File: src/hw/rtl/tsoa_pkg.sv
// ----------------------------------------------------------------------------
// tsoa_pkg: shared definitions for the three-axis oversample averager
// Widths, limits and the lane control bundle used by the lanes and top level.
// ----------------------------------------------------------------------------
package tsoa_pkg;

  localparam int MaxSamples  = 16;
  localparam int CountWidth  = 5;
  localparam int SampleWidth = 16;
  localparam int SumWidth    = 20;
  localparam int DivSteps    = SumWidth;
  localparam int StepWidth   = $clog2(DivSteps);
  localparam int RemWidth    = CountWidth;

  // control from the sequencer to each axis lane
  typedef struct packed {
    logic add;    // accumulate the sample, run continues
    logic load;   // accumulate the sample and hand the sum to the divider
    logic clear;  // drop the partial sum
    logic step;   // one restoring division step
  } lane_ctrl_t;

endpackage

File: src/hw/rtl/tsoa_lane.sv
// ----------------------------------------------------------------------------
// tsoa_lane: one axis lane
// Running sum plus a bit-serial restoring divider, truncating toward zero.
// ----------------------------------------------------------------------------
module tsoa_lane (
  input  logic                                  clk,
  input  logic                                  rst,
  input  tsoa_pkg::lane_ctrl_t                  ctrl,
  input  logic signed [tsoa_pkg::SampleWidth-1:0] sample,
  input  logic [tsoa_pkg::CountWidth-1:0]       divisor,
  output logic signed [tsoa_pkg::SampleWidth-1:0] avg
);

  logic signed [tsoa_pkg::SumWidth-1:0] sum;
  logic signed [tsoa_pkg::SumWidth-1:0] sum_inc;
  logic [tsoa_pkg::SumWidth-1:0]        mag;
  logic [tsoa_pkg::SumWidth-1:0]        quo;
  logic [tsoa_pkg::RemWidth-1:0]        rem;
  logic                                 neg;
  logic [tsoa_pkg::RemWidth:0]          shifted;
  logic [tsoa_pkg::RemWidth:0]          trial;
  logic [tsoa_pkg::SampleWidth-1:0]     q_low;

  assign sum_inc = sum + {{(tsoa_pkg::SumWidth-tsoa_pkg::SampleWidth){sample[tsoa_pkg::SampleWidth-1]}},
                          sample};
  assign mag     = sum_inc[tsoa_pkg::SumWidth-1] ? (~sum_inc + 1'b1) : sum_inc;
  assign shifted = {rem, quo[tsoa_pkg::SumWidth-1]};
  assign trial   = shifted - {1'b0, divisor};

  always_ff @(posedge clk) begin
    if (rst) begin
      sum <= '0;
    end else if (ctrl.clear || ctrl.load) begin
      sum <= '0;
    end else if (ctrl.add) begin
      sum <= sum_inc;
    end
  end

  always_ff @(posedge clk) begin
    if (ctrl.load) begin
      neg <= sum_inc[tsoa_pkg::SumWidth-1];
      quo <= mag;
      rem <= '0;
    end else if (ctrl.step) begin
      // keep the trial difference when it does not go negative
      rem <= trial[tsoa_pkg::RemWidth] ? shifted[tsoa_pkg::RemWidth-1:0]
                                       : trial[tsoa_pkg::RemWidth-1:0];
      quo <= {quo[tsoa_pkg::SumWidth-2:0], ~trial[tsoa_pkg::RemWidth]};
    end
  end

  assign q_low = quo[tsoa_pkg::SampleWidth-1:0];
  assign avg   = neg ? (~q_low + 1'b1) : q_low;

endmodule

File: src/hw/rtl/tsoa_merge.sv
// ----------------------------------------------------------------------------
// tsoa_merge: result merge and output register
// Combine the three lane averages and the status into one held result.
// ----------------------------------------------------------------------------
module tsoa_merge (
  input  logic                                    clk,
  input  logic                                    rst,
  input  logic                                    load,
  input  logic                                    err,
  input  logic signed [tsoa_pkg::SampleWidth-1:0] avg_x,
  input  logic signed [tsoa_pkg::SampleWidth-1:0] avg_y,
  input  logic signed [tsoa_pkg::SampleWidth-1:0] avg_z,
  output logic                                    can_load,
  output logic                                    m_axis_tvalid,
  input  logic                                    m_axis_tready,
  output logic [3*tsoa_pkg::SampleWidth-1:0]      m_axis_tdata,
  output logic [0:0]                              m_axis_tuser
);

  assign can_load = ~m_axis_tvalid | m_axis_tready;

  always_ff @(posedge clk) begin
    if (rst) begin
      m_axis_tvalid <= 1'b0;
    end else if (load) begin
      m_axis_tvalid <= 1'b1;
    end else if (m_axis_tready) begin
      m_axis_tvalid <= 1'b0;
    end
  end

  // zero the averages on an abandoned run
  always_ff @(posedge clk) begin
    if (load) begin
      m_axis_tdata <= err ? '0 : {avg_z, avg_y, avg_x};
      m_axis_tuser <= err;
    end
  end

endmodule

File: src/hw/rtl/three_axis_oversample_averager.sv
// ----------------------------------------------------------------------------
// three_axis_oversample_averager: boxcar decimating averager for X, Y, Z
// Sums sample_count signed 16-bit samples per axis, then emits sum / count.
// ----------------------------------------------------------------------------
// Throughput: a sample that does not close a run is taken every cycle; the
//   sample that closes a run holds off input through accept, 20 steps of the
//   per-lane serial divider and output load, a failed transfer through accept and
//   output load, longer while an earlier result still waits on the output.
// Output: m_axis_tvalid rises after the closing transfer has passed through ST_DIV
//   and then ST_PUSH; after a failed transfer it passes through ST_PUSH only.
// Reset (rst, synchronous): sums and sample count cleared, sample_count = 16,
//   output empty.
module three_axis_oversample_averager (
  input  logic                                clk,
  input  logic                                rst,
  // configuration: sample_count
  input  logic                                cfg_valid,
  output logic                                cfg_ready,
  input  logic [tsoa_pkg::CountWidth-1:0]     cfg_data,
  // input samples
  input  logic                                s_axis_tvalid,
  output logic                                s_axis_tready,
  // x_low, x_high, y_low, y_high, z_low, z_high (8 bits each)
  input  logic [3*tsoa_pkg::SampleWidth-1:0]  s_axis_tdata,
  // transfer_failed
  input  logic [0:0]                          s_axis_tuser,
  // results
  output logic                                m_axis_tvalid,
  input  logic                                m_axis_tready,
  // avg_x, avg_y, avg_z (16 bits each, signed)
  output logic [3*tsoa_pkg::SampleWidth-1:0]  m_axis_tdata,
  // status
  output logic [0:0]                          m_axis_tuser
);

  localparam logic [1:0] ST_IDLE = 2'd0;
  localparam logic [1:0] ST_DIV  = 2'd1;
  localparam logic [1:0] ST_PUSH = 2'd2;

  logic [1:0]                         state;
  logic [tsoa_pkg::CountWidth-1:0]    sample_count;
  logic [tsoa_pkg::CountWidth-1:0]    samples_taken;
  logic [tsoa_pkg::CountWidth-1:0]    taken_inc;
  logic [tsoa_pkg::CountWidth-1:0]    div_n;
  logic [tsoa_pkg::StepWidth-1:0]     step_cnt;
  logic                               err;
  logic                               in_xfer;
  logic                               failed;
  logic                               complete;
  logic                               can_load;
  logic                               push;
  tsoa_pkg::lane_ctrl_t               ctrl;
  logic signed [tsoa_pkg::SampleWidth-1:0] smp_x, smp_y, smp_z;
  logic signed [tsoa_pkg::SampleWidth-1:0] avg_x, avg_y, avg_z;

  // Configuration: always ready, ignore zero and counts above the maximum.
  assign cfg_ready = 1'b1;

  always_ff @(posedge clk) begin
    if (rst) begin
      sample_count <= tsoa_pkg::CountWidth'(tsoa_pkg::MaxSamples);
    end else if (cfg_valid && cfg_ready && cfg_data != '0 &&
                 cfg_data <= tsoa_pkg::CountWidth'(tsoa_pkg::MaxSamples)) begin
      sample_count <= cfg_data;
    end
  end

  // Input side: take samples only while no division or result is pending.
  assign s_axis_tready = (state == ST_IDLE);
  assign in_xfer       = s_axis_tvalid & s_axis_tready;
  assign failed        = s_axis_tuser[0];
  assign taken_inc     = samples_taken + 1'b1;
  // A count lowered below what is already summed closes the run here too.
  assign complete      = (taken_inc >= sample_count);

  // Join byte pairs: high byte above low byte gives the signed sample.
  assign smp_x = s_axis_tdata[15:0];
  assign smp_y = s_axis_tdata[31:16];
  assign smp_z = s_axis_tdata[47:32];

  assign ctrl.add   = in_xfer & ~failed & ~complete;
  assign ctrl.load  = in_xfer & ~failed & complete;
  assign ctrl.clear = in_xfer & failed;
  assign ctrl.step  = (state == ST_DIV);

  assign push = (state == ST_PUSH) & can_load;

  // Run sequencer: accumulate, divide in DivSteps steps, then push; a failed read skips the division.
  always_ff @(posedge clk) begin
    if (rst) begin
      state         <= ST_IDLE;
      samples_taken <= '0;
      step_cnt      <= '0;
      err           <= 1'b0;
      div_n         <= '0;
    end else begin
      case (state)
        ST_IDLE: begin
          if (in_xfer) begin
            if (failed) begin
              samples_taken <= '0;
              err           <= 1'b1;
              state         <= ST_PUSH;
            end else if (complete) begin
              samples_taken <= '0;
              div_n         <= taken_inc;
              step_cnt      <= '0;
              err           <= 1'b0;
              state         <= ST_DIV;
            end else begin
              samples_taken <= taken_inc;
            end
          end
        end
        ST_DIV: begin
          step_cnt <= step_cnt + 1'b1;
          if (step_cnt == tsoa_pkg::StepWidth'(tsoa_pkg::DivSteps - 1)) begin
            state <= ST_PUSH;
          end
        end
        ST_PUSH: begin
          // hold until the output register can take the result
          if (can_load) begin
            state <= ST_IDLE;
          end
        end
        default: begin
          state <= ST_IDLE;
        end
      endcase
    end
  end

  // One lane per axis, all driven by the same control.
  tsoa_lane u_lane_x (
    .clk     (clk),
    .rst     (rst),
    .ctrl    (ctrl),
    .sample  (smp_x),
    .divisor (div_n),
    .avg     (avg_x)
  );

  tsoa_lane u_lane_y (
    .clk     (clk),
    .rst     (rst),
    .ctrl    (ctrl),
    .sample  (smp_y),
    .divisor (div_n),
    .avg     (avg_y)
  );

  tsoa_lane u_lane_z (
    .clk     (clk),
    .rst     (rst),
    .ctrl    (ctrl),
    .sample  (smp_z),
    .divisor (div_n),
    .avg     (avg_z)
  );

  // Merge lane results into the output register.
  tsoa_merge u_merge (
    .clk           (clk),
    .rst           (rst),
    .load          (push),
    .err           (err),
    .avg_x         (avg_x),
    .avg_y         (avg_y),
    .avg_z         (avg_z),
    .can_load      (can_load),
    .m_axis_tvalid (m_axis_tvalid),
    .m_axis_tready (m_axis_tready),
    .m_axis_tdata  (m_axis_tdata),
    .m_axis_tuser  (m_axis_tuser)
  );

endmodule

File: config.mk
export PLATFORM = sky130hd
export DESIGN_NAME = three_axis_oversample_averager
export DESIGN_NICKNAME = d
export VERILOG_FILES = /design/src/hw/rtl/tsoa_pkg.sv /design/src/hw/rtl/tsoa_lane.sv /design/src/hw/rtl/tsoa_merge.sv /design/src/hw/rtl/three_axis_oversample_averager.sv
export SDC_FILE = /design/constraint.sdc
export NUM_CORES = 1
export LEC_CHECK = 0
export BUFFER_PORTS_ARGS = -buffer_cell sky130_fd_sc_hd__buf_2
export CAP_MARGIN = 20
export CORE_AREA = 2 2 155 157
export DETAILED_ROUTE_END_ITERATION = 8
export DIE_AREA = 0 0 157 159
export GPL_TIMING_DRIVEN = 0
export PLACE_DENSITY = 0.8
export SLEW_MARGIN = 20
export SYNTH_ARGS = -nofsm -noshare
export SYNTH_HDL_FRONTEND = slang
export SYNTH_SLANG_ARGS = --single-unit
File: constraint.sdc
create_clock -name clk -period 4.15 [get_ports clk]
set_input_delay 0.6225 -clock clk [delete_from_list [all_inputs] [get_ports clk]]
set_output_delay 0.6225 -clock clk [all_outputs]
set_load 0.05 [all_outputs]
Word-level counts from Yosys, hierarchy flattened

Index checks and enable logic that the tools add are counted.

Register bits: 211
Bits in latches: 0
Bits in writable memories: 0
Bits in read-only memories: 0
Output and inout port bits: 52
Word-level logic and storage cells: 111
Memories kept: 0

$add $sub $neg: 14
Multiply operators: 0
Divide/modulo/power cells: 0
Order comparisons: 2
Equal/unequal tests: 9
Shift operators: 0
Multiplexer cells: 31
Bitwise logic cells: 19
Reductions and logical operators: 15

Operators with widths:

| cell                                                   | number |
|---|---|
| 2-to-1 mux 20 bit                                      | 9 |
| adder 20 x 1 -> 20 bit (second input constant)         | 3 |
| adder 20 bit                                           | 3 |
| NOT 20 bit                                             | 3 |
| adder 16 x 1 -> 16 bit (second input constant)         | 3 |
| 2-to-1 mux 16 bit                                      | 3 |
| NOT 16 bit                                             | 3 |
| 2-to-1 mux 5 bit                                       | 8 |
| subtractor 6 x 5 -> 6 bit                              | 3 |
| AND reduction 4 bit                                    | 3 |
| adder 5 x 1 -> 5 bit (second input constant)           | 2 |
| 2-to-1 mux 2 bit                                       | 5 |
| one-hot mux 5 bit (2 select lines)                     | 1 |
| nonzero test 2 bit                                     | 4 |
| AND 1 bit                                              | 6 |
| inequality test 2 x 1 -> 1 bit (second input constant) | 3 |
| NOT 1 bit                                              | 6 |
| one-hot mux 2 bit (3 select lines)                     | 1 |
| equality test 5 bit (second input constant)            | 1 |
| >= comparator 5 bit                                    | 1 |
| <= comparator 5 bit (second input constant)            | 1 |
| nonzero test 5 bit                                     | 1 |
| 2-to-1 mux 1 bit                                       | 4 |
| inequality test 2 bit (second input constant)          | 2 |
| 10 further kinds                                       | 11 |

Longest topological paths before layout

Gate-level depths: netlist of the first run.

Depth in word-level cells: 6
Mapped depth: 13
Depth with buffers taken out: 12

Hierarchy

From an unflattened synthesis of the first run, not the netlist that was laid out.

Cell total of the unflattened synthesis: 1586
Area total of the unflattened synthesis: 14625.3 um2

By module, submodules not included:

| module                         | instances | cells each | area each (um2) | seq. area each (um2) |
|---|---|---|---|---|
| tsoa_lane at u_lane_x          | 1         | 470        | 3942.5          | 1131.1 |
| tsoa_lane at u_lane_y          | 1         | 440        | 3782.4          | 1131.1 |
| tsoa_lane at u_lane_z          | 1         | 435        | 3777.4          | 1131.1 |
| tsoa_merge                     | 1         | 106        | 1850.5          | 1491.4 |
| three_axis_oversample_averager | 1         | 135        | 1272.5          | 460.4 |

Least setup slack after synthesis of the first run

OpenSTA, ideal clock, no wires.

Kind: input-to-reg
From: input port s_axis_tdata[0] in the netlist's numbering
To: register u_lane_x.quo[18] in the netlist's numbering (data pin)
Setup time: 0.262 ns
Arrival time: 3.392 ns
Slack: 0.496 ns
Cell stages on the path: 11
Buffers on the path: 0
Cells stage by stage: ha_1 -> fa_1 -> a21o_1 -> a221oi_4 -> xnor2_1 -> or4b_4 -> a2111oi_4 -> o31a_1 -> a41oi_1 -> xnor2_1 -> o21ai_1

Longest elaborated chain between the ends: 5

Ends and longest elaborated chain:

| item                   | RTL line                             | text |
|---|---|---|
| start, declared        | three_axis_oversample_averager.sv:24 | `input logic [3*tsoa_pkg::SampleWidth-1:0] s_axis_tdata,` |
| adder 20 bit *         | tsoa_lane.sv:24                      | `assign sum_inc = sum + {{(tsoa_pkg::SumWidth-tsoa_pkg::SampleWidth){sample[tsoa_pkg::SampleWidth-1]}},` |
| NOT 20 bit             | tsoa_lane.sv:26                      | `assign mag = sum_inc[tsoa_pkg::SumWidth-1] ? (~sum_inc + 1'b1) : sum_inc;` |
| adder 20 x 1 -> 20 bit | tsoa_lane.sv:26                      |  |
| 2-to-1 mux 20 bit *    | tsoa_lane.sv:26                      |  |
| 2-to-1 mux 20 bit *    | tsoa_lane.sv:41                      | `if (ctrl.load) begin` |
| end signal, assigned   | tsoa_lane.sv:43                      | `quo <= mag;` |
| end signal, assigned   | tsoa_lane.sv:49                      | `quo <= {quo[tsoa_pkg::SumWidth-2:0], ~trial[tsoa_pkg::RemWidth]};` |
| end, declared          | tsoa_lane.sv:17                      | `logic [tsoa_pkg::SumWidth-1:0] quo;` |

Every way passes the cells marked *; elsewhere a longest branch is shown, timed or not.
A chain may end at the register's enable or synchronous reset.

Final worst setup path of the first run

From: register samples_taken[0] in the netlist's numbering
To: register u_lane_x.sum[7] in the netlist's numbering

Longest elaborated chain between the ends: 5
Elaborated cells between the ends (all ways): 7
Classes of those cells: add/sub: 1; order compare: 1; bitwise: 3; reduce/logical: 2

Ends and longest elaborated chain:

| item                         | RTL line                              | text |
|---|---|---|
| start, declared              | three_axis_oversample_averager.sv:42  | `logic [tsoa_pkg::CountWidth-1:0] samples_taken;` |
| start signal, assigned       | three_axis_oversample_averager.sv:111 | `samples_taken <= taken_inc;` |
| adder 5 x 1 -> 5 bit *       | three_axis_oversample_averager.sv:72  | `assign taken_inc = samples_taken + 1'b1;` |
| named net taken_inc, one bit | three_axis_oversample_averager.sv:43  | `logic [tsoa_pkg::CountWidth-1:0] taken_inc;` |
| >= comparator 5 bit *        | three_axis_oversample_averager.sv:74  | `assign complete = (taken_inc >= sample_count);` |
| AND 1 bit                    | three_axis_oversample_averager.sv:82  | `assign ctrl.load = in_xfer & ~failed & complete;` |
| logical OR 1 bit             | tsoa_lane.sv:33                       | `end else if (ctrl.clear \|\| ctrl.load) begin` |
| OR reduction 2 bit (no line) | n/a                                   |  |
| end signal, assigned         | tsoa_lane.sv:36                       | `sum <= sum_inc;` |
| end, declared                | tsoa_lane.sv:14                       | `logic signed [tsoa_pkg::SumWidth-1:0] sum;` |

The timed path passes the listed nets; every way through them passes the cells marked *.

==> metrics.txt, run 1 <==
# TYPE chip_impl_metric gauge
chip_impl_info{name="hold_path_startpoint",value="cfg_data[2]"} 1
chip_impl_metric{name="max_freq",unit="MHz"} 268
chip_impl_metric{name="setup.reg_to_reg.worst_slack",unit="ns"} 0.42
chip_impl_metric{name="critical_path_peak_fanout",unit=""} 10
chip_impl_metric{name="async_flop_share",unit="%"} 0
chip_impl_metric{name="yosys_register_bits",unit=""} 211
chip_impl_metric{name="ir_drop",unit="V"} 0.000273
chip_impl_metric{name="leakage_dissipation",unit="nW"} 6.58
chip_impl_info{name="path_class",value="flop to flop"} 1
chip_impl_info{name="critical_path.reg2reg.startpoint",value="samples_taken[0]"} 1
chip_impl_info{name="worstSetupStartpointType",value="flop"} 1
chip_impl_metric{name="synthesis.instances",unit=""} 1618
chip_impl_metric{name="timing.final.crit_share",unit="%"} 90.0
chip_impl_metric{name="final_layout_size_suffix_gt1_share",unit="%"} 11.2
chip_impl_metric{name="route.antenna.remaining_nets",unit=""} 0
chip_impl_metric{name="post_route_skew",unit="ns"} 0.0154
chip_impl_metric{name="fp.coreArea",unit="um^2"} 23200
chip_impl_metric{name="grt_pass1_vias",unit=""} 11800
chip_impl_metric{name="drt_pass1_iterations",unit=""} 6
chip_impl_metric{name="globalRoute.totalOverflow",unit=""} 0
chip_impl_metric{name="ctsHtreeMaxLevel",unit=""} 1
chip_impl_metric{name="die_area",unit="um^2"} 25000
chip_impl_metric{name="worstRegToRegCells",unit=""} 11
chip_impl_metric{name="maxCapViolCount",unit=""} 0
chip_impl_info{name="crit_path_start",value="samples_taken[0]"} 1
chip_impl_metric{name="cts_resized",unit=""} 0
chip_impl_metric{name="postRouteWirelength",unit="mm"} 35.5
chip_impl_metric{name="num_antenna_cells",unit=""} 0
chip_impl_metric{name="synth_edf_count",unit=""} 112
chip_impl_info{name="r2r_end",value="u_lane_x.sum[7]"} 1
chip_impl_metric{name="drt_drc_violations_left",unit=""} 0
chip_impl_info{name="timing.hold.worst_endpoint",value="sample_count[2]"} 1
chip_impl_info{name="synth-main-ff-cell",value="edfxtp_1"} 1
chip_impl_metric{name="yosys_warnings",unit=""} 0
chip_impl_metric{name="antenna_violations_before_repair",unit=""} 0
chip_impl_metric{name="synth_cell_types",unit=""} 97
chip_impl_info{name="rsz0062_at_grt",value="no"} 1
chip_impl_metric{name="globalRouteTotalUtil",unit="%"} 28.1
chip_impl_metric{name="die_height",unit="um"} 159
chip_impl_metric{name="finalWorstSetupSlack",unit="ns"} 0.417
chip_impl_metric{name="timing_max_transition_violations_final",unit=""} 0
chip_impl_metric{name="port_buffers",unit=""} 109
chip_impl_metric{name="synth.net_count",unit=""} 1768
chip_impl_info{name="endpoint_kind",value="flop"} 1
chip_impl_metric{name="layout.nets",unit=""} 1906
chip_impl_metric{name="cts.reportedPaths.clkPinSlew",unit="ns"} 0.06
chip_impl_metric{name="timing.final.crit_period",unit="ns"} 3.73
chip_impl_metric{name="worstPathArrival",unit="ns"} 4.19
chip_impl_metric{name="setup_viol_count_final",unit=""} 0
chip_impl_metric{name="num_vias",unit=""} 12400
chip_impl_metric{name="drt_iter0_drc",unit=""} 1048
chip_impl_metric{name="grt_pass1_wl",unit="mm"} 57.6
chip_impl_metric{name="final_core_util",unit="%"} 68.8
chip_impl_metric{name="clockPowerShare",unit="%"} 32.7
chip_impl_metric{name="pwr-share-seq",unit="%"} 36.6
chip_impl_metric{name="cts_hold_buffers_added",unit=""} 0
chip_impl_metric{name="p_int",unit="mW"} 4.55
chip_impl_info{name="final_cell_mix",value="nand2_1 (219), nor2_1 (156), o21ai_0 (131), a21oi_1 (125), edfxtp_1 (112)"} 1
chip_impl_metric{name="areaGrowthSynthToFinish",unit="%"} 13.2
chip_impl_metric{name="switching_share",unit="%"} 33.1
chip_impl_metric{name="detail_route.vias_per_cell",unit=""} 5.95
chip_impl_metric{name="detailedPlace.worstSlack",unit="ns"} 0.0135
chip_impl_metric{name="row_count",unit=""} 56
chip_impl_metric{name="postSynthAreaPerCell",unit="um^2"} 8.71
chip_impl_metric{name="dp_hpwl",unit="mm"} 26.7
chip_impl_metric{name="worst_pin_slew",unit="ns"} 0.979
chip_impl_metric{name="post_cts_buffers",unit=""} 0
chip_impl_metric{name="timing.max_slew.rel_slack",unit="%"} 34.7
chip_impl_info{name="status",value="finished clean"} 1
chip_impl_metric{name="hold_violations",unit=""} 0
chip_impl_metric{name="power-per-cell-area",unit="nW/um^2"} 427
chip_impl_metric{name="clk_latency",unit="ns"} 0.53
chip_impl_info{name="tritoncts_clock_tree",value="done"} 1
chip_impl_metric{name="tritoncts_num_sinks",unit=""} 211
chip_impl_metric{name="place.gp.congestion",unit=""} 0.914
chip_impl_metric{name="seq_area_frac_synth",unit="%"} 37.9
chip_impl_metric{name="grt_max_degree",unit=""} 43
chip_impl_metric{name="pwr-share-comb",unit="%"} 30.7
chip_impl_info{name="layout.cells.most_common",value="nand2_1"} 1
chip_impl_metric{name="clock_tree_buf_depth",unit=""} 3
chip_impl_metric{name="psw",unit="mW"} 2.25
chip_impl_info{name="clock_tree.root_cell",value="clkbuf_16"} 1
chip_impl_metric{name="min_delay_path_depth",unit=""} 3
chip_impl_metric{name="routed_wire_length_per_instance",unit="um"} 17.0
chip_impl_metric{name="worst_ep_required",unit="ns"} 4.60
chip_impl_metric{name="ios",unit=""} 111
chip_impl_metric{name="die_boundary_width",unit="um"} 157
chip_impl_metric{name="tritoncts.num_buffers",unit=""} 24
chip_impl_info{name="worstHoldPathType",value="primary input to flop"} 1
chip_impl_metric{name="floorplan.initialDensity",unit="%"} 60.8
chip_impl_metric{name="mappedNetlistArea",unit="um^2"} 14100
==> state kept, by name (all words and copies together) (netlist names), 5 cells and up <==
| name | count |
|---|---|
| div_n | 5 |
| sample_count | 5 |
| samples_taken | 5 |
| step_cnt | 5 |
| u_lane_x.quo | 20 |
| u_lane_x.rem | 5 |
| u_lane_x.sum | 20 |
| u_lane_y.quo | 20 |
| u_lane_y.rem | 5 |
| u_lane_y.sum | 20 |
| u_lane_z.quo | 20 |
| u_lane_z.rem | 5 |
| u_lane_z.sum | 20 |
| u_merge.m_axis_tdata | 48 |
==> worst max-delay path by stage <==
stage,cells after the start,end
6_report,11,u_lane_x.sum[7]
5_1_grt,12,u_lane_y.quo[3]
3_3_place_gp,3,u_merge.m_axis_tdata[42]
2_1_floorplan,11,u_lane_x.quo[18]
3_5_place_dp,12,u_lane_x.quo[18]
4_1_cts,11,u_lane_x.quo[18]
==> power by group through the flow <==
stage	sequential (mW)	clock (mW)	combinational [mW]
finish	2.49	2.23	2.09
global route	2.51	2.34	2.30
CTS	2.49	2.26	2.07
detailed placement	2.53	0	2.05
global placement	2.53	0	1.96
floorplan	2.58	0	1.52
==> area by class of cell <==
type / count / area (um^2)
timing repair buffer: 112 / 621
inverter: 56 / 210
tap: 319 / 399
fill: 1834 / 7240
buffer: 65 / 279
clock buffer: 28 / 626
clock inverter: 16 / 204
multi-input combinational: 1286 / 8270
sequential: 211 / 5350
==> cells in the mapped netlist (8+ instances only) <==
cell      number  area share [%]
mux2i_1       21             1.5
nand2_1      220             5.9
a211oi_1      23             1.2
o21ai_0      131             4.7
nor2b_1       14            0.62
o211ai_1       8            0.43
edfxtp_1     112              24
inv_1         55             1.5
and2_1        16            0.71
xnor2_1       75             4.7
ha_1          85             7.5
or4_1          9            0.48
nand2b_1      15            0.67
xor2_1        66             4.1
nand3_1       41             1.5
a21o_1        32             1.7
o31ai_1       12            0.64
a21oi_1      125             4.4
o21a_1        11            0.59
or3_1         14            0.62
nor4_1        10            0.44
and3_1        14            0.62
clkbuf_1      57             1.5
nor2_1       156             4.2
a31oi_1       11            0.49
nor3_1        31             1.1
o21ai_1        9            0.32
dfxtp_1       99              14
==> logic make-up after synthesis <==
logic type | after synthesis | share of synthesized area [%]
xor gates and xnor gates | 141 | 8.76
DFF | 211 | 37.9
other | 1 | 0.0266
AOI/OAI and AO/OA | 445 | 20.1
and+or+nand+nor | 585 | 19.6
muxes | 23 | 1.65
adders and majority gates | 91 | 8.40
buffers and inverters | 121 | 3.47
==> per-stage QoR <==
stage | hold slack (ns) | setup TNS [ns] | power, mW | cell area [um^2] | instances
after floorplan | 0.440 | 0 | 4.10 | 14100 | 1618
after global placement | 0.446 | -28.50 | 4.49 | 15000 | 2046
after detailed placement | 0.452 | 0 | 4.58 | 15100 | 2049
after CTS | 0.333 | 0 | 6.81 | 16000 | 2093
after global routing | 0.343 | 0 | 7.14 | 16000 | 2093
final | 0.344 | 0 | 6.80 | 16000 | 2093
==> critical path: stages (launching register included) <==
cell      delay (ns)
dfxtp_1         0.45
ha_1            0.27
xor2_1          0.24
ha_1            0.27
a21o_1          0.15
a21o_1          0.19
a211oi_1        0.59
nand2_1         0.46
clkbuf_1        0.53
nor2_1          0.33
a21oi_1         0.07
nor2_1          0.10
==> routing by layer <==
layer / track usage [%] / part of all wire, %
met5: 0 / 0
met4: 10.7 / 3.1
met3: 3.16 / 5.7
met2: 46.8 / 48
met1: 37.6 / 43
Note: power is estimated with default switching activity, not from simulation.
==> inputs of run 2 (changes only) <==
--- a/config.mk
+++ b/config.mk
@@ -7,11 +7,11 @@
 export LEC_CHECK = 0
 export BUFFER_PORTS_ARGS = -buffer_cell sky130_fd_sc_hd__buf_2
 export CAP_MARGIN = 20
-export CORE_AREA = 2 2 155 157
+export CORE_AREA = 2 2 201 203
 export DETAILED_ROUTE_END_ITERATION = 8
-export DIE_AREA = 0 0 157 159
+export DIE_AREA = 0 0 203 205
 export GPL_TIMING_DRIVEN = 0
-export PLACE_DENSITY = 0.8
+export REMOVE_ABC_BUFFERS = 1
 export SLEW_MARGIN = 20
 export SYNTH_ARGS = -nofsm -noshare
 export SYNTH_HDL_FRONTEND = slang
==> metrics.txt, run 2 (same netlist as run 1, synthesis figures left out) <==
# TYPE chip_impl_metric gauge
chip_impl_metric{name="globalRoute.totalOverflow",unit=""} 0
chip_impl_metric{name="timing.final.crit_period",unit="ns"} 3.76
chip_impl_metric{name="num_vias",unit=""} 11800
chip_impl_metric{name="globalRouteTotalUtil",unit="%"} 16.7
chip_impl_metric{name="max_freq",unit="MHz"} 266
chip_impl_metric{name="timing.final.crit_share",unit="%"} 90.6
chip_impl_metric{name="worstPathArrival",unit="ns"} 4.15
chip_impl_metric{name="worst_pin_slew",unit="ns"} 0.988
chip_impl_metric{name="worst_ep_required",unit="ns"} 4.54
chip_impl_info{name="hold_path_startpoint",value="cfg_data[3]"} 1
chip_impl_metric{name="tritoncts_num_sinks",unit=""} 211
chip_impl_metric{name="drt_iter0_drc",unit=""} 614
chip_impl_metric{name="timing_max_transition_violations_final",unit=""} 0
chip_impl_info{name="worstSetupStartpointType",value="flop"} 1
chip_impl_metric{name="min_delay_path_depth",unit=""} 3
chip_impl_metric{name="setup.reg_to_reg.worst_slack",unit="ns"} 0.39
chip_impl_metric{name="nFillCells",unit=""} 3875
chip_impl_metric{name="setup_viol_count_final",unit=""} 0
chip_impl_metric{name="routed_wire_length_per_instance",unit="um"} 15.5
chip_impl_metric{name="die_height",unit="um"} 205
chip_impl_info{name="final_cell_mix",value="nand2_1 (217), nor2_1 (154), o21ai_0 (131), a21oi_1 (125), edfxtp_1 (112)"} 1
chip_impl_metric{name="clk_latency",unit="ns"} 0.55
chip_impl_metric{name="cts.reportedPaths.clkPinSlew",unit="ns"} 0.06
chip_impl_metric{name="tritoncts.num_buffers",unit=""} 27
chip_impl_info{name="status",value="finished clean"} 1
chip_impl_metric{name="antenna_violations_before_repair",unit=""} 0
chip_impl_metric{name="detailedPlace.worstSlack",unit="ns"} -0.159
chip_impl_info{name="tritoncts_clock_tree",value="done"} 1
chip_impl_metric{name="port_buffers",unit=""} 109
chip_impl_metric{name="grt_pass1_vias",unit=""} 11300
chip_impl_metric{name="setup_total_negative_slack",unit="ns"} 0
chip_impl_metric{name="num_antenna_cells",unit=""} 0
chip_impl_info{name="layout.cells.most_common",value="nand2_1"} 1
chip_impl_metric{name="timing.max_slew.rel_slack",unit="%"} 33.7
chip_impl_metric{name="final_layout_size_suffix_gt1_share",unit="%"} 12.5
chip_impl_metric{name="cts_hold_buffers_added",unit=""} 0
chip_impl_metric{name="clock_tree_buf_depth",unit=""} 3
chip_impl_metric{name="stdcell_count",unit=""} 2249
chip_impl_info{name="timing.hold.worst_endpoint",value="sample_count[3]"} 1
chip_impl_metric{name="post_route_skew",unit="ns"} 0.0172
chip_impl_info{name="rsz0062_at_grt",value="no"} 1
chip_impl_metric{name="grt_pass1_wl",unit="mm"} 56.9
chip_impl_metric{name="postRouteWirelength",unit="mm"} 35.0
chip_impl_metric{name="die_area",unit="um^2"} 41600
chip_impl_metric{name="worstRegToRegCells",unit=""} 9
chip_impl_metric{name="hold_slack",unit="ns"} 0.327
chip_impl_metric{name="die_boundary_width",unit="um"} 203
chip_impl_metric{name="fp.coreArea",unit="um^2"} 39400
chip_impl_metric{name="maxCapViolCount",unit=""} 0
chip_impl_metric{name="finalWorstSetupSlack",unit="ns"} 0.391
chip_impl_info{name="critical_path.reg2reg.startpoint",value="samples_taken[0]"} 1
chip_impl_metric{name="route.antenna.remaining_nets",unit=""} 0
chip_impl_info{name="r2r_end",value="u_lane_y.quo[7]"} 1
chip_impl_metric{name="critical_path_peak_fanout",unit=""} 71
chip_impl_metric{name="drt_drc_violations_left",unit=""} 0
chip_impl_metric{name="ios",unit=""} 111
chip_impl_metric{name="layout.nets",unit=""} 1853
chip_impl_metric{name="grt_max_degree",unit=""} 71
chip_impl_metric{name="floorplan.initialDensity",unit="%"} 35.8
chip_impl_info{name="worstHoldPathType",value="primary input to flop"} 1
chip_impl_info{name="endpoint_kind",value="flop"} 1
chip_impl_metric{name="power-per-cell-area",unit="nW/um^2"} 426
chip_impl_metric{name="areaGrowthSynthToFinish",unit="%"} 15.4
chip_impl_metric{name="placed_cells",unit=""} 2198
chip_impl_info{name="path_class",value="flop to flop"} 1
chip_impl_metric{name="largest_reg_flops",unit=""} 48
chip_impl_metric{name="row_count",unit=""} 73
chip_impl_metric{name="drt_pass1_iterations",unit=""} 5
chip_impl_metric{name="leakage_dissipation",unit="nW"} 6.61
chip_impl_metric{name="ctsHtreeMaxLevel",unit=""} 1
chip_impl_metric{name="dp_hpwl",unit="mm"} 25.6
chip_impl_metric{name="hold_violations",unit=""} 0
chip_impl_metric{name="ir_drop",unit="V"} 0.000293
chip_impl_metric{name="place.gp.congestion",unit=""} 0.810
chip_impl_metric{name="detail_route.vias_per_cell",unit=""} 5.23
chip_impl_info{name="clock_tree.root_cell",value="clkbuf_16"} 1
chip_impl_info{name="largest_register",value="u_merge.m_axis_tdata"} 1
==> run 2: layout make-up <==
cell class	count	area, um^2	area share, %
clock buffers	35	726	4.46
clock inverters	15	166	1.02
inverters	56	214	1.32
multi-input cells	1286	8330	51.2
flip-flops and latches	211	5350	32.9
well taps	525	657	4.04
repair buffers	120	811	4.99
repair inverters	1	5.00	0.0308
==> run 2: timing repair <==
item	in CTS	in global routing
endpoints found under the setup margin	0	5
buffers inserted	0	0
gates resized for setup	0	2
==> run 2: worst max path at each step <==
stage / endpoint / cells past startpoint / start
after floorplan: step_cnt[0] / 10 / samples_taken[0]
after global routing: step_cnt[4] / 11 / samples_taken[0]
after CTS: u_lane_x.quo[10] / 11 / u_lane_x.sum[5]
after global placement: step_cnt[0] / 10 / samples_taken[0]
final: u_lane_y.quo[7] / 9 / samples_taken[0]
after detailed placement: u_lane_x.quo[10] / 12 / s_axis_tdata[5]
==> run 2: metrics by stage <==
stage	util, %	cell area (um^2)	power, mW
after floorplan	-	13800	4.08
after global placement	38.1	15000	4.50
after detailed placement	39.0	15300	4.58
after CTS	41.2	16200	7.01
after global routing	41.3	16300	7.33
final	41.3	16300	6.92
==> run 2: worst max-delay path, cell delays in order (launching register included) <==
cell        delay [ns]
dfxtp_1           0.45
ha_1              0.26
xor2_1            0.26
ha_1              0.28
a21o_1            0.16
a21o_1            0.18
a21o_1            0.22
nand2_4           0.55
clkinvlp_2        0.87
a31oi_1           0.35
==> run 2: report_power, final <==
group          total, mW  leakage (nW)  internal [mW]  switching, mW
clock               2.38         0.427           1.42          0.957
sequential          2.50          1.83           2.39          0.113
combinational       2.04          4.36          0.844           1.19
total               6.92          6.61           4.65           2.26
==> run 2: layer usage <==
layer	global-route usage [%]	vias up	share of wire [%]	wire [um]
li1	-	6008	-	-
met1	22.0	5517	47	16400
met2	28.4	180	47	16300
met3	2.27	53	3.6	1250
met4	5.01	0	2.8	963
met5	0	-	0	0
